## src/rtl/bvpr_pkg.sv

```systemverilog
// Package of shared constants, types and codes for the button vote block.
`default_nettype none
package bvpr_pkg;

    // Number of button codes that take part in a vote (2 to 255).
    localparam int NUM_CODES = 20;
    localparam int IDX_W     = $clog2(NUM_CODES);

    localparam int BIN_W     = 4;
    localparam logic [BIN_W-1:0] BIN_MAX = '1;

    localparam int CFG_IDX_W  = 2;
    localparam int CFG_DATA_W = 8;

    localparam int S_TDATA_W = 48;
    localparam int S_TUSER_W = 3;
    localparam int M_TDATA_W = 48;
    localparam int M_TUSER_W = 1;

    // Configuration register indexes.
    localparam logic [CFG_IDX_W-1:0] CFG_WINDOW_READS  = 2'd0;
    localparam logic [CFG_IDX_W-1:0] CFG_MIN_HITS      = 2'd1;
    localparam logic [CFG_IDX_W-1:0] CFG_RELEASE_LEVEL = 2'd2;
    localparam logic [CFG_IDX_W-1:0] CFG_VOICE_CODE    = 2'd3;

    // Configuration reset values.
    localparam logic [3:0] RST_WINDOW_READS  = 4'd10;
    localparam logic [3:0] RST_MIN_HITS      = 4'd7;
    localparam logic [7:0] RST_RELEASE_LEVEL = 8'd250;
    localparam logic [7:0] RST_VOICE_CODE    = 8'd0;

    // Request kinds.
    localparam logic [2:0] REQ_DETECT   = 3'd0;
    localparam logic [2:0] REQ_SAMPLE   = 3'd1;
    localparam logic [2:0] REQ_VOICE    = 3'd2;
    localparam logic [2:0] REQ_BTN_EN   = 3'd3;
    localparam logic [2:0] REQ_VOICE_EN = 3'd4;

    typedef enum logic [1:0] {
        PH_IDLE   = 2'd0,
        PH_WINDOW = 2'd1,
        PH_HELD   = 2'd2
    } phase_t;

    typedef enum logic [1:0] {
        ST_IDLE = 2'd0,
        ST_PICK = 2'd1,
        ST_SEND = 2'd2
    } ctrl_state_t;

    typedef struct packed {
        logic step;   // apply the accepted item
        logic pick;   // close the window: choose the winning code
    } dp_cmd_t;

    typedef struct packed {
        logic close;  // the item just applied ends the voting window
        logic emit;   // the item just applied produces an event
        logic found;  // some code reached the minimum vote count
    } dp_status_t;

endpackage
`default_nettype wire

```

## src/rtl/bvpr_dp.sv

```systemverilog
// Datapath: configuration, vote bins, block phase and the result register.
`default_nettype none
module bvpr_dp (
    input  wire logic                              aclk,
    input  wire logic                              aresetn,
    input  wire logic                              cfg_wr_en,
    input  wire logic [bvpr_pkg::CFG_IDX_W-1:0]    cfg_index,
    input  wire logic [bvpr_pkg::CFG_DATA_W-1:0]   cfg_data,
    input  wire logic [2:0]                        req_type,
    input  wire logic [7:0]                        sample_id,
    input  wire logic                              flag_level,
    input  wire logic                              port_power,
    input  wire logic [31:0]                       time_stamp,
    input  wire bvpr_pkg::dp_cmd_t                 cmd,
    output bvpr_pkg::dp_status_t                   status,
    output logic                                   res_pressed,
    output logic [7:0]                             res_code,
    output logic                                   res_power,
    output logic [31:0]                            res_time
);

    logic [3:0] window_reads_reg;
    logic [3:0] min_hits_reg;
    logic [7:0] release_level_reg;
    logic [7:0] voice_code_reg;

    bvpr_pkg::phase_t phase_reg, phase_next;
    logic [3:0] samples_reg, samples_next;
    logic [bvpr_pkg::BIN_W-1:0] bins_reg  [bvpr_pkg::NUM_CODES];
    logic [bvpr_pkg::BIN_W-1:0] bins_next [bvpr_pkg::NUM_CODES];
    logic [7:0] held_reg, held_next;
    logic       btn_online_reg, btn_online_next;
    logic       voice_online_reg, voice_online_next;

    logic        pressed_reg, pressed_next;
    logic [7:0]  code_reg, code_next;
    logic        power_reg, power_next;
    logic [31:0] time_reg, time_next;

    logic                       id_valid;
    logic [bvpr_pkg::IDX_W-1:0] id_idx;
    logic                       close_c;
    logic                       emit_c;
    logic                       found_c;
    logic [7:0]                 win_code;

    assign id_valid = (sample_id < 8'(bvpr_pkg::NUM_CODES));
    assign id_idx   = sample_id[bvpr_pkg::IDX_W-1:0];

    // Lowest code whose bin has reached the minimum.
    always_comb begin
        found_c  = 1'b0;
        win_code = '0;
        for (int i = bvpr_pkg::NUM_CODES - 1; i >= 0; i--) begin
            if (bins_reg[i] >= min_hits_reg) begin
                found_c  = 1'b1;
                win_code = 8'(i);
            end
        end
    end

    always_comb begin
        phase_next        = phase_reg;
        samples_next      = samples_reg;
        bins_next         = bins_reg;
        held_next         = held_reg;
        btn_online_next   = btn_online_reg;
        voice_online_next = voice_online_reg;
        pressed_next      = pressed_reg;
        code_next         = code_reg;
        power_next        = power_reg;
        time_next         = time_reg;
        close_c           = 1'b0;
        emit_c            = 1'b0;

        if (cmd.step) begin
            // Power and time are kept for an event made at window close.
            power_next = port_power;
            time_next  = time_stamp;
            case (req_type)
                bvpr_pkg::REQ_DETECT: begin
                    if (btn_online_reg && phase_reg == bvpr_pkg::PH_IDLE) begin
                        for (int i = 0; i < bvpr_pkg::NUM_CODES; i++) begin
                            bins_next[i] = '0;
                        end
                        samples_next = '0;
                        phase_next   = bvpr_pkg::PH_WINDOW;
                    end
                end
                bvpr_pkg::REQ_SAMPLE: begin
                    if (phase_reg == bvpr_pkg::PH_WINDOW) begin
                        if (id_valid && bins_reg[id_idx] != bvpr_pkg::BIN_MAX) begin
                            bins_next[id_idx] = bins_reg[id_idx] + 1'b1;
                        end
                        if (samples_reg != 4'hF) begin
                            samples_next = samples_reg + 4'd1;
                        end
                        close_c = (samples_next >= window_reads_reg);
                    end else if (phase_reg == bvpr_pkg::PH_HELD) begin
                        if (sample_id >= release_level_reg) begin
                            phase_next   = bvpr_pkg::PH_IDLE;
                            emit_c       = 1'b1;
                            pressed_next = 1'b0;
                            code_next    = held_reg;
                        end
                    end
                end
                bvpr_pkg::REQ_VOICE: begin
                    if (voice_online_reg) begin
                        emit_c       = 1'b1;
                        pressed_next = ~flag_level;
                        code_next    = voice_code_reg;
                    end
                end
                bvpr_pkg::REQ_BTN_EN: begin
                    if (flag_level) begin
                        btn_online_next = 1'b1;
                    end else if (btn_online_reg) begin
                        btn_online_next = 1'b0;
                        phase_next      = bvpr_pkg::PH_IDLE;
                        if (phase_reg == bvpr_pkg::PH_HELD) begin
                            emit_c       = 1'b1;
                            pressed_next = 1'b0;
                            code_next    = held_reg;
                        end
                    end
                end
                bvpr_pkg::REQ_VOICE_EN: begin
                    voice_online_next = flag_level;
                end
                default: begin
                end
            endcase
        end else if (cmd.pick) begin
            if (found_c) begin
                held_next    = win_code;
                phase_next   = bvpr_pkg::PH_HELD;
                pressed_next = 1'b1;
                code_next    = win_code;
            end else begin
                phase_next = bvpr_pkg::PH_IDLE;
            end
        end
    end

    always_ff @(posedge aclk) begin
        if (!aresetn) begin
            window_reads_reg  <= bvpr_pkg::RST_WINDOW_READS;
            min_hits_reg      <= bvpr_pkg::RST_MIN_HITS;
            release_level_reg <= bvpr_pkg::RST_RELEASE_LEVEL;
            voice_code_reg    <= bvpr_pkg::RST_VOICE_CODE;
        end else if (cfg_wr_en) begin
            unique case (cfg_index)
                bvpr_pkg::CFG_WINDOW_READS:  window_reads_reg  <= cfg_data[3:0];
                bvpr_pkg::CFG_MIN_HITS:      min_hits_reg      <= cfg_data[3:0];
                bvpr_pkg::CFG_RELEASE_LEVEL: release_level_reg <= cfg_data;
                bvpr_pkg::CFG_VOICE_CODE:    voice_code_reg    <= cfg_data;
                default: begin
                end
            endcase
        end
    end

    always_ff @(posedge aclk) begin
        if (!aresetn) begin
            phase_reg        <= bvpr_pkg::PH_IDLE;
            samples_reg      <= '0;
            held_reg         <= '0;
            btn_online_reg   <= 1'b0;
            voice_online_reg <= 1'b0;
            for (int i = 0; i < bvpr_pkg::NUM_CODES; i++) begin
                bins_reg[i] <= '0;
            end
        end else begin
            phase_reg        <= phase_next;
            samples_reg      <= samples_next;
            held_reg         <= held_next;
            btn_online_reg   <= btn_online_next;
            voice_online_reg <= voice_online_next;
            bins_reg         <= bins_next;
        end
    end

    always_ff @(posedge aclk) begin
        pressed_reg <= pressed_next;
        code_reg    <= code_next;
        power_reg   <= power_next;
        time_reg    <= time_next;
    end

    assign status.close = close_c;
    assign status.emit  = emit_c;
    assign status.found = found_c;

    assign res_pressed = pressed_reg;
    assign res_code    = code_reg;
    assign res_power   = power_reg;
    assign res_time    = time_reg;

endmodule
`default_nettype wire

```

## src/rtl/bvpr_ctrl.sv

```systemverilog
// Controller: sequences item intake, window close and result delivery.
`default_nettype none
module bvpr_ctrl (
    input  wire logic                 aclk,
    input  wire logic                 aresetn,
    input  wire logic                 s_tvalid,
    output logic                      s_tready,
    output logic                      m_tvalid,
    input  wire logic                 m_tready,
    output bvpr_pkg::dp_cmd_t         cmd,
    input  wire bvpr_pkg::dp_status_t status
);

    bvpr_pkg::ctrl_state_t state_reg, state_next;

    always_comb begin
        state_next = state_reg;
        unique case (state_reg)
            bvpr_pkg::ST_IDLE: begin
                if (s_tvalid) begin
                    if (status.close) begin
                        state_next = bvpr_pkg::ST_PICK;
                    end else if (status.emit) begin
                        state_next = bvpr_pkg::ST_SEND;
                    end
                end
            end
            bvpr_pkg::ST_PICK: begin
                state_next = status.found ? bvpr_pkg::ST_SEND : bvpr_pkg::ST_IDLE;
            end
            bvpr_pkg::ST_SEND: begin
                if (m_tready) begin
                    state_next = bvpr_pkg::ST_IDLE;
                end
            end
            default: state_next = bvpr_pkg::ST_IDLE;
        endcase
    end

    always_comb begin
        s_tready = 1'b0;
        m_tvalid = 1'b0;
        cmd.step = 1'b0;
        cmd.pick = 1'b0;
        unique case (state_reg)
            bvpr_pkg::ST_IDLE: begin
                s_tready = 1'b1;
                cmd.step = s_tvalid;
            end
            bvpr_pkg::ST_PICK: cmd.pick = 1'b1;
            bvpr_pkg::ST_SEND: m_tvalid = 1'b1;
            default: begin
            end
        endcase
    end

    always_ff @(posedge aclk) begin
        if (!aresetn) begin
            state_reg <= bvpr_pkg::ST_IDLE;
        end else begin
            state_reg <= state_next;
        end
    end

endmodule
`default_nettype wire

```

## src/rtl/button_vote_press_release_core.sv

```systemverilog
// Top level of the button vote block: press and release events by majority vote.
//
//  channel  | direction | tdata (low bit up)                          | tuser
//  ---------+-----------+---------------------------------------------+-----------
//  s_       | in        | sample_id, flag_level, port_power, time_stamp| req_type
//  m_       | out       | button_code, event_power, event_time        | pressed
//  cfg_     | in        | write enable, register index, data          | -
//
// An item that produces no event or a direct event is applied as it is taken; an
// event is then held in the output register until it is taken. A sample that
// closes the voting window then passes through the pick state, in which the bin compare and
// lowest-code pick run on the registered vote bins. The block takes one item at
// a time, so the input is ready again only after the result has left.
// Reset is synchronous and active low; it clears the bins, the phase and all
// control state and loads the register defaults.
`default_nettype none
module button_vote_press_release_core (
    input  wire logic                                 aclk,
    input  wire logic                                 aresetn,
    // Configuration writes.
    input  wire logic                                 cfg_wr_en,
    input  wire logic [bvpr_pkg::CFG_IDX_W-1:0]       cfg_index,
    input  wire logic [bvpr_pkg::CFG_DATA_W-1:0]      cfg_data,
    // Input items.
    input  wire logic                                 s_tvalid,
    output logic                                      s_tready,
    // sample_id[7:0], flag_level[8], port_power[9], time_stamp[41:10], zero pad
    input  wire logic [bvpr_pkg::S_TDATA_W-1:0]       s_tdata,
    // req_type[2:0]
    input  wire logic [bvpr_pkg::S_TUSER_W-1:0]       s_tuser,
    // Result items.
    output logic                                      m_tvalid,
    input  wire logic                                 m_tready,
    // button_code[7:0], event_power[8], event_time[40:9], zero pad
    output logic [bvpr_pkg::M_TDATA_W-1:0]            m_tdata,
    // pressed[0]
    output logic [bvpr_pkg::M_TUSER_W-1:0]            m_tuser
);

    bvpr_pkg::dp_cmd_t    cmd;
    bvpr_pkg::dp_status_t status;

    logic        res_pressed;
    logic [7:0]  res_code;
    logic        res_power;
    logic [31:0] res_time;

    bvpr_ctrl u_ctrl (
        .aclk     (aclk),
        .aresetn  (aresetn),
        .s_tvalid (s_tvalid),
        .s_tready (s_tready),
        .m_tvalid (m_tvalid),
        .m_tready (m_tready),
        .cmd      (cmd),
        .status   (status)
    );

    bvpr_dp u_dp (
        .aclk        (aclk),
        .aresetn     (aresetn),
        .cfg_wr_en   (cfg_wr_en),
        .cfg_index   (cfg_index),
        .cfg_data    (cfg_data),
        .req_type    (s_tuser[2:0]),
        .sample_id   (s_tdata[7:0]),
        .flag_level  (s_tdata[8]),
        .port_power  (s_tdata[9]),
        .time_stamp  (s_tdata[41:10]),
        .cmd         (cmd),
        .status      (status),
        .res_pressed (res_pressed),
        .res_code    (res_code),
        .res_power   (res_power),
        .res_time    (res_time)
    );

    // The unused upper bits of the output are held at zero.
    assign m_tdata = {7'd0, res_time, res_power, res_code};
    assign m_tuser = res_pressed;

endmodule
`default_nettype wire

```

## config.mk

```make
export PLATFORM = sky130hd
export DESIGN_NAME = button_vote_press_release_core
export DESIGN_NICKNAME = d
export VERILOG_FILES = /design/src/rtl/bvpr_pkg.sv /design/src/rtl/bvpr_dp.sv /design/src/rtl/bvpr_ctrl.sv /design/src/rtl/button_vote_press_release_core.sv
export SDC_FILE = /design/constraint.sdc
export NUM_CORES = 1
export LEC_CHECK = 0
export BUFFER_PORTS_ARGS = -buffer_cell sky130_fd_sc_hd__buf_2
export CORE_ASPECT_RATIO = 1.5
export CORE_MARGIN = 5
export CORE_UTILIZATION = 50
export CTS_CLUSTER_SIZE = 28
export DETAILED_ROUTE_END_ITERATION = 8
export GPL_TIMING_DRIVEN = 0
export PLACE_DENSITY = 0.78
export SLEW_MARGIN = 20
export SYNTH_ARGS = -nofsm -noshare
export SYNTH_HDL_FRONTEND = slang
export SYNTH_SLANG_ARGS = --single-unit
```

## constraint.sdc

```tcl
create_clock -name aclk -period 3.1 [get_ports aclk]
set_clock_uncertainty 0.1 [all_clocks]
set_input_delay 0.155 -clock aclk [delete_from_list [all_inputs] [get_ports aclk]]
set_output_delay 0.155 -clock aclk [all_outputs]
set_load 0.005 [all_outputs]
```

* Word level (Yosys, flattened, before mapping) *
Index checks and enable logic that the tools add are counted.

word-level totals
  input bits = 66
  register bits after elaboration = 164
  RAM bits = 0
  latch bits = 0
  memories = 0
  output and inout bits = 51
  logic and storage cells = 226
  memory bits (read-only) = 0

operators by class
  $add $sub $neg = 2
  reductions and logical operators = 22
  bitwise gates (word level) = 3
  magnitude comparators = 25
  eq/ne operators = 29
  shifts and indexed selects = 0
  muxes and demuxes = 111
  multiply operators = 0
  div/mod/pow operators = 0

operators by type and width
  cell                   count
  $mux W80               3
  $pmux W80 S2           1
  $mux W5                20
  $ge A4 B4 Y1           21
  $bwmux W80             1
  $mux W8                10
  $mux W1                46
  $mux W4                9
  $mux W2                13
  $pmux W8 S3            1
  $bmux W4 S5            1
  $demux W4 S5           1
  $ne A3 B2 Y1 const B   6
  $pmux W2 S3            2
  $reduce_and A2 Y1      6
  $reduce_and A10 Y1     1
  $add A4 B1 Y4 const B  2
  $eq A2 B2 Y1 const B   4
  $ge A8 B8 Y1           1
  $lt A8 B5 Y1 const B   1
  $ne A4 B1 Y1 const B   2
  $ne A4 B4 Y1 const B   2
  $pmux W4 S2            1
  $reduce_and A8 Y1      1
  20 further kinds       36

* Longest topological paths before layout *
  word-level depth = 24
  mapped depth = 14
  depth with buffers taken out = 12

* Modules after synthesis *
A second synthesis with hierarchy kept.

unflattened totals
  cell total of the unflattened synthesis = 1027
  area, all modules = 9285.2 µm²

by module, submodules not included
  module                          cells an instance  times used  area an instance (µm²)  seq. area each (µm²)
  bvpr_dp                         1007               1           9101.2                  3603.5
  bvpr_ctrl                       11                 1           120.1                   40.0
  button_vote_press_release_core  9                  1           63.8                    0.0

* Least setup slack after synthesis *
OpenSTA, ideal clock, no wires.

  path kind = flip-flop to flip-flop
  from = register u_dp.min_hits_reg[2]
  to = register u_dp.code_reg[0] (netlist: u_dp.res_code[0]) (enable)
  data arrival time = 2.717 ns
  slack = 0.003 ns
  clock period less this slack = 3.097 ns
  cell stages (with the launch flop) = 11
  data required time = 2.720 ns
  cells stage by stage = dfxtp_1 > inv_1 > ha_1 > or2_2 > a21oi_1 > a21oi_1 > or4_1 > nor4b_2 > nand2_1 > o221ai_1 > nor2_1

between the ends
  word-level cells in the longest chain between the ends = 23

RTL lines
  what                              line            source
  from (decl)                       bvpr_dp.sv:23   logic [3:0] min_hits_reg;
  from (signal assigned)            bvpr_dp.sv:149  min_hits_reg <= bvpr_pkg::RST_MIN_HITS;
  from (signal assigned)            bvpr_dp.sv:155  bvpr_pkg::CFG_MIN_HITS: min_hits_reg <= cfg_data[3:0];
  $ge A4 B4 Y1                      bvpr_dp.sv:55   if (bins_reg[i] >= min_hits_reg) begin
  $mux W1 (19 in a row)             bvpr_dp.sv:55
  $mux W1 (*)                       bvpr_dp.sv:55
  $reduce_bool A2 Y1 (no line) (*)  -
  $reduce_and A10 Y1 (no line) (*)  -
  to (signal assigned)              bvpr_dp.sv:186  code_reg <= code_next;
  to (decl)                         bvpr_dp.sv:36   logic [7:0] code_reg, code_next;

Every way passes the cells marked *; elsewhere a longest branch is shown, timed or not.
A chain may end at the register's enable or synchronous reset.

* Final worst setup path *
  from = register u_dp.min_hits_reg[1]
  to = register u_dp.code_reg[2] (netlist: u_dp.res_code[2]) (enable)

The elaborated chain is that of the path after synthesis.

==> metrics.txt <==
outcome complete, no violations; CTS Buffer Depth 2; FILL cells ~1300; initial antenna violation count 0; critical path startpoint u_dp.min_hits_reg[1]; Die W roughly 120 µm; Cell variety after synth 61; global route total overflow 0; Leak between 4 and 5 nW; Max Cap Violations 0; Die H between 150 and 200 µm; Peak VDD IR ~0.00040 V; Seq/Total Area, Yosys 0.413; Data arrival, critical path roughly 3.2 ns; Hold Vio Cnt, Final 0; crit path capture type register; Pwr Total slightly below 5 mW; Max-slew headroom 0.385; Remaining DRCs 0; internal power about 3.6 mW; ys async rst share 0; fraction of layout cells with a size suffix above 1 0.279; Slew Limit Fails 0; R2R Setup Slk roughly 0.000054 ns; CTS clk-pin slew, worst paths around 0.070 ns; fmax between 0.3 and 0.4 GHz; Nets 1252; CP required approximately 3.2 ns; ys flop type dfxtp_1; pin slew with the least headroom to its limit 0.920 ns; DRT Wirelength 30000 µm; Avg WL per Cell 22.7 µm; detailed placer's ending HPWL around 19000 µm; area delta synth->final 31.9%; vias in the first global route approximately 8000; Min-Delay Startpoint m_tready; Root Buffer clkbuf_16; Synthesis Warnings 0; Synth Instances just under 900; Clock Sinks 161; clock share of power 0.446; hold_ws approximately 0.048 ns; met3 WL 2210 µm; via density per instance about 6.2; clock latency on the worst-skew pair between 0.4 and 0.5 ns; Mean Syn Cell Area ~10 µm²; pre-CTS WS -0.909 ns; wl on met1 10800 µm; RSZ-0062 raised after global routing true; Max Used Layer met4; FF-to-FF Start u_dp.min_hits_reg[1]; met2 routed WL between 10000 and 15000 µm; die area just over 0.02 mm²; post-synthesis cell area 0.00883 mm²; max reg flops 80; setup ws final approximately 0.000054 ns; # setup viols final 0; combinational group share of total power 0.099; Initial Util 0.509; Storage cell area around 0.0037 mm²; All-Layer GR Usage 0.279; sw frac 0.252; critical path fanouts, max 11; total number of vias 8201; PortBufs 100; Flop pwr share 0.454; TritonCTS clock tree yes; Post-synth EDFFs 42; largest net degree at the start of global routing 35; final period utilization 1.00; Final min period approximately 3.1 ns; first-pass GRT wire length between 40000 and 50000 µm; Starting DRT DRC Count about 790; number of cell rows between 50 and 60; I/O pins between 100 and 150; NetSw roughly 1.2 mW; Final Wtd Congestion about 1; Hold Path Class input port to register; Multi-input gate area roughly 0.0053 mm²; power per cell area between 400 and 500 mW/mm²; core area approximately 0.017 mm²; antenna viol nets, final 0; kind of start point of the critical path register; drt first pass iters 5; total CTS buffers 17; H-tree Lvls 4; critical setup path kind register to register; Yosys reg bits about 160
## critical path, stage by stage, from the launching register on
cell and delay [ns]:
dfxtp_2 0.42, clkinvlp_4 0.13, buf_12 0.17, ha_1 0.21, nor3_2 0.28, a21oi_4 0.11
or4b_4 0.56, nor4b_4 0.41, nand2_2 0.11, o221ai_4 0.24, nor2_4 0.09
## through the flow
| step | util | instances | setup TNS (ns) | area (µm²) |
|---|---|---|---|---|
| 6_report | 0.671 | 1319 | 0 | 11600 |
| 5_1_grt | 0.671 | 1318 | -0.929 | 11600 |
| 4_1_cts | 0.647 | 1308 | -0.513 | 11200 |
| 3_5_place_dp | 0.556 | 1202 | -72.12 | 9640 |
| 3_3_place_gp | 0.555 | 1201 | -71.42 | 9620 |
| 2_1_floorplan | - | 888 | 0 | 8850 |
## Yosys cell counts (all sizes together), types with 6 or more instances
master | n | area (µm²)
dfxtp | 119 | 2380
ha | 94 | 1180
nor2 | 76 | 298
a22o | 65 | 569
a21oi | 57 | 289
inv | 57 | 214
edfxtp | 42 | 1260
nand2 | 42 | 158
nor3 | 38 | 215
o21ai | 36 | 180
mux2i | 33 | 330
buf | 20 | 128
clkbuf | 19 | 71.3
nand3 | 17 | 85.1
a32o | 16 | 160
o211ai | 14 | 105
mux4 | 13 | 293
nand2b | 13 | 81.3
nor2b | 11 | 68.8
or2 | 10 | 62.6
o21a | 9 | 67.6
a211oi | 6 | 45.0
a22oi | 6 | 45.0
and3 | 6 | 37.5
nand3b | 6 | 45.0
## final timing paths
path                                to  depth (start not counted)
min                u_ctrl.state_reg[1]                          4
max reg2reg           u_dp.res_code[2]                         10
min reg2reg  u_dp.release_level_reg[2]                          2
max                   u_dp.res_code[2]                         10
## cell families after synthesis
family,count (synthesis),synth area share
AO/OA/AOI/OAI,236,0.190
XOR/XNOR,2,0.00198
adder cells (fa/ha/maj),94,0.133
buffers and inverters,97,0.0472
flip-flops,161,0.413
multiplexers,49,0.0744
other,1,0.000425
AND/OR/NAND/NOR,242,0.141
## layout make-up
cell class | instances | share of cell area
multi-input combinational | 631 | 0.458
sequential | 161 | 0.314
timing repair buffer | 181 | 0.113
clock buffer | 19 | 0.0390
tap | 213 | 0.0229
inverter | 58 | 0.0197
buffer | 39 | 0.0188
clock inverter | 13 | 0.0128
timing repair inverter | 3 | 0.00193
antenna | 1 | 0.000215
## placed cells by master (no fill, tap or decap), types with 7 or more instances in the layout
master,count
clkbuf_16,18
buf_6,8
ha_1,85
inv_1,54
o211ai_1,14
nor3_1,26
buf_4,37
mux4_2,13
clkbuf_1,19
nor2_4,12
nand2_1,39
mux2i_1,33
nor2_2,9
dfxtp_1,114
a21oi_1,33
clkinvlp_4,9
nor2b_1,11
buf_2,103
dlygate4sd3_1,45
a22o_1,65
nor3_2,7
o21a_1,9
a32o_1,16
nand2b_1,12
edfxtp_1,42
o21ai_0,32
conb_1,7
nor2_1,56
nand3_1,16
a21oi_2,18
ha_4,9
## metal layers
metal / global-route usage / up-vias
met4: 0.191 / 0
met5: 0 / -
met1: 0.304 / 3908
met2: 0.472 / 430
li1: - / 3724
met3: 0.0686 / 139
## power groups by stage
stage / logic [mW] / clock network [mW] / registers (mW)
final: 0.485 / 2.18 / 2.21
after global routing: 0.521 / 2.27 / 2.22
after CTS: 0.451 / 2.19 / 2.22
after detailed placement: 0.365 / 0 / 2.26
after global placement: 0.355 / 0 / 2.26
after floorplan: 0.205 / 0 / 2.26
## repair_timing
item                                   in CTS  in global routing
gates cloned                                4                  0
setup endpoints to repair                 101                 97
pin swaps                                  16                 17
setup buffers                              25                 10
hold buffers                               45                  0
endpoints found under the hold margin      60                  0
gates resized for setup                    65                 66
No activity file was read; power rests on OpenSTA's default activity.
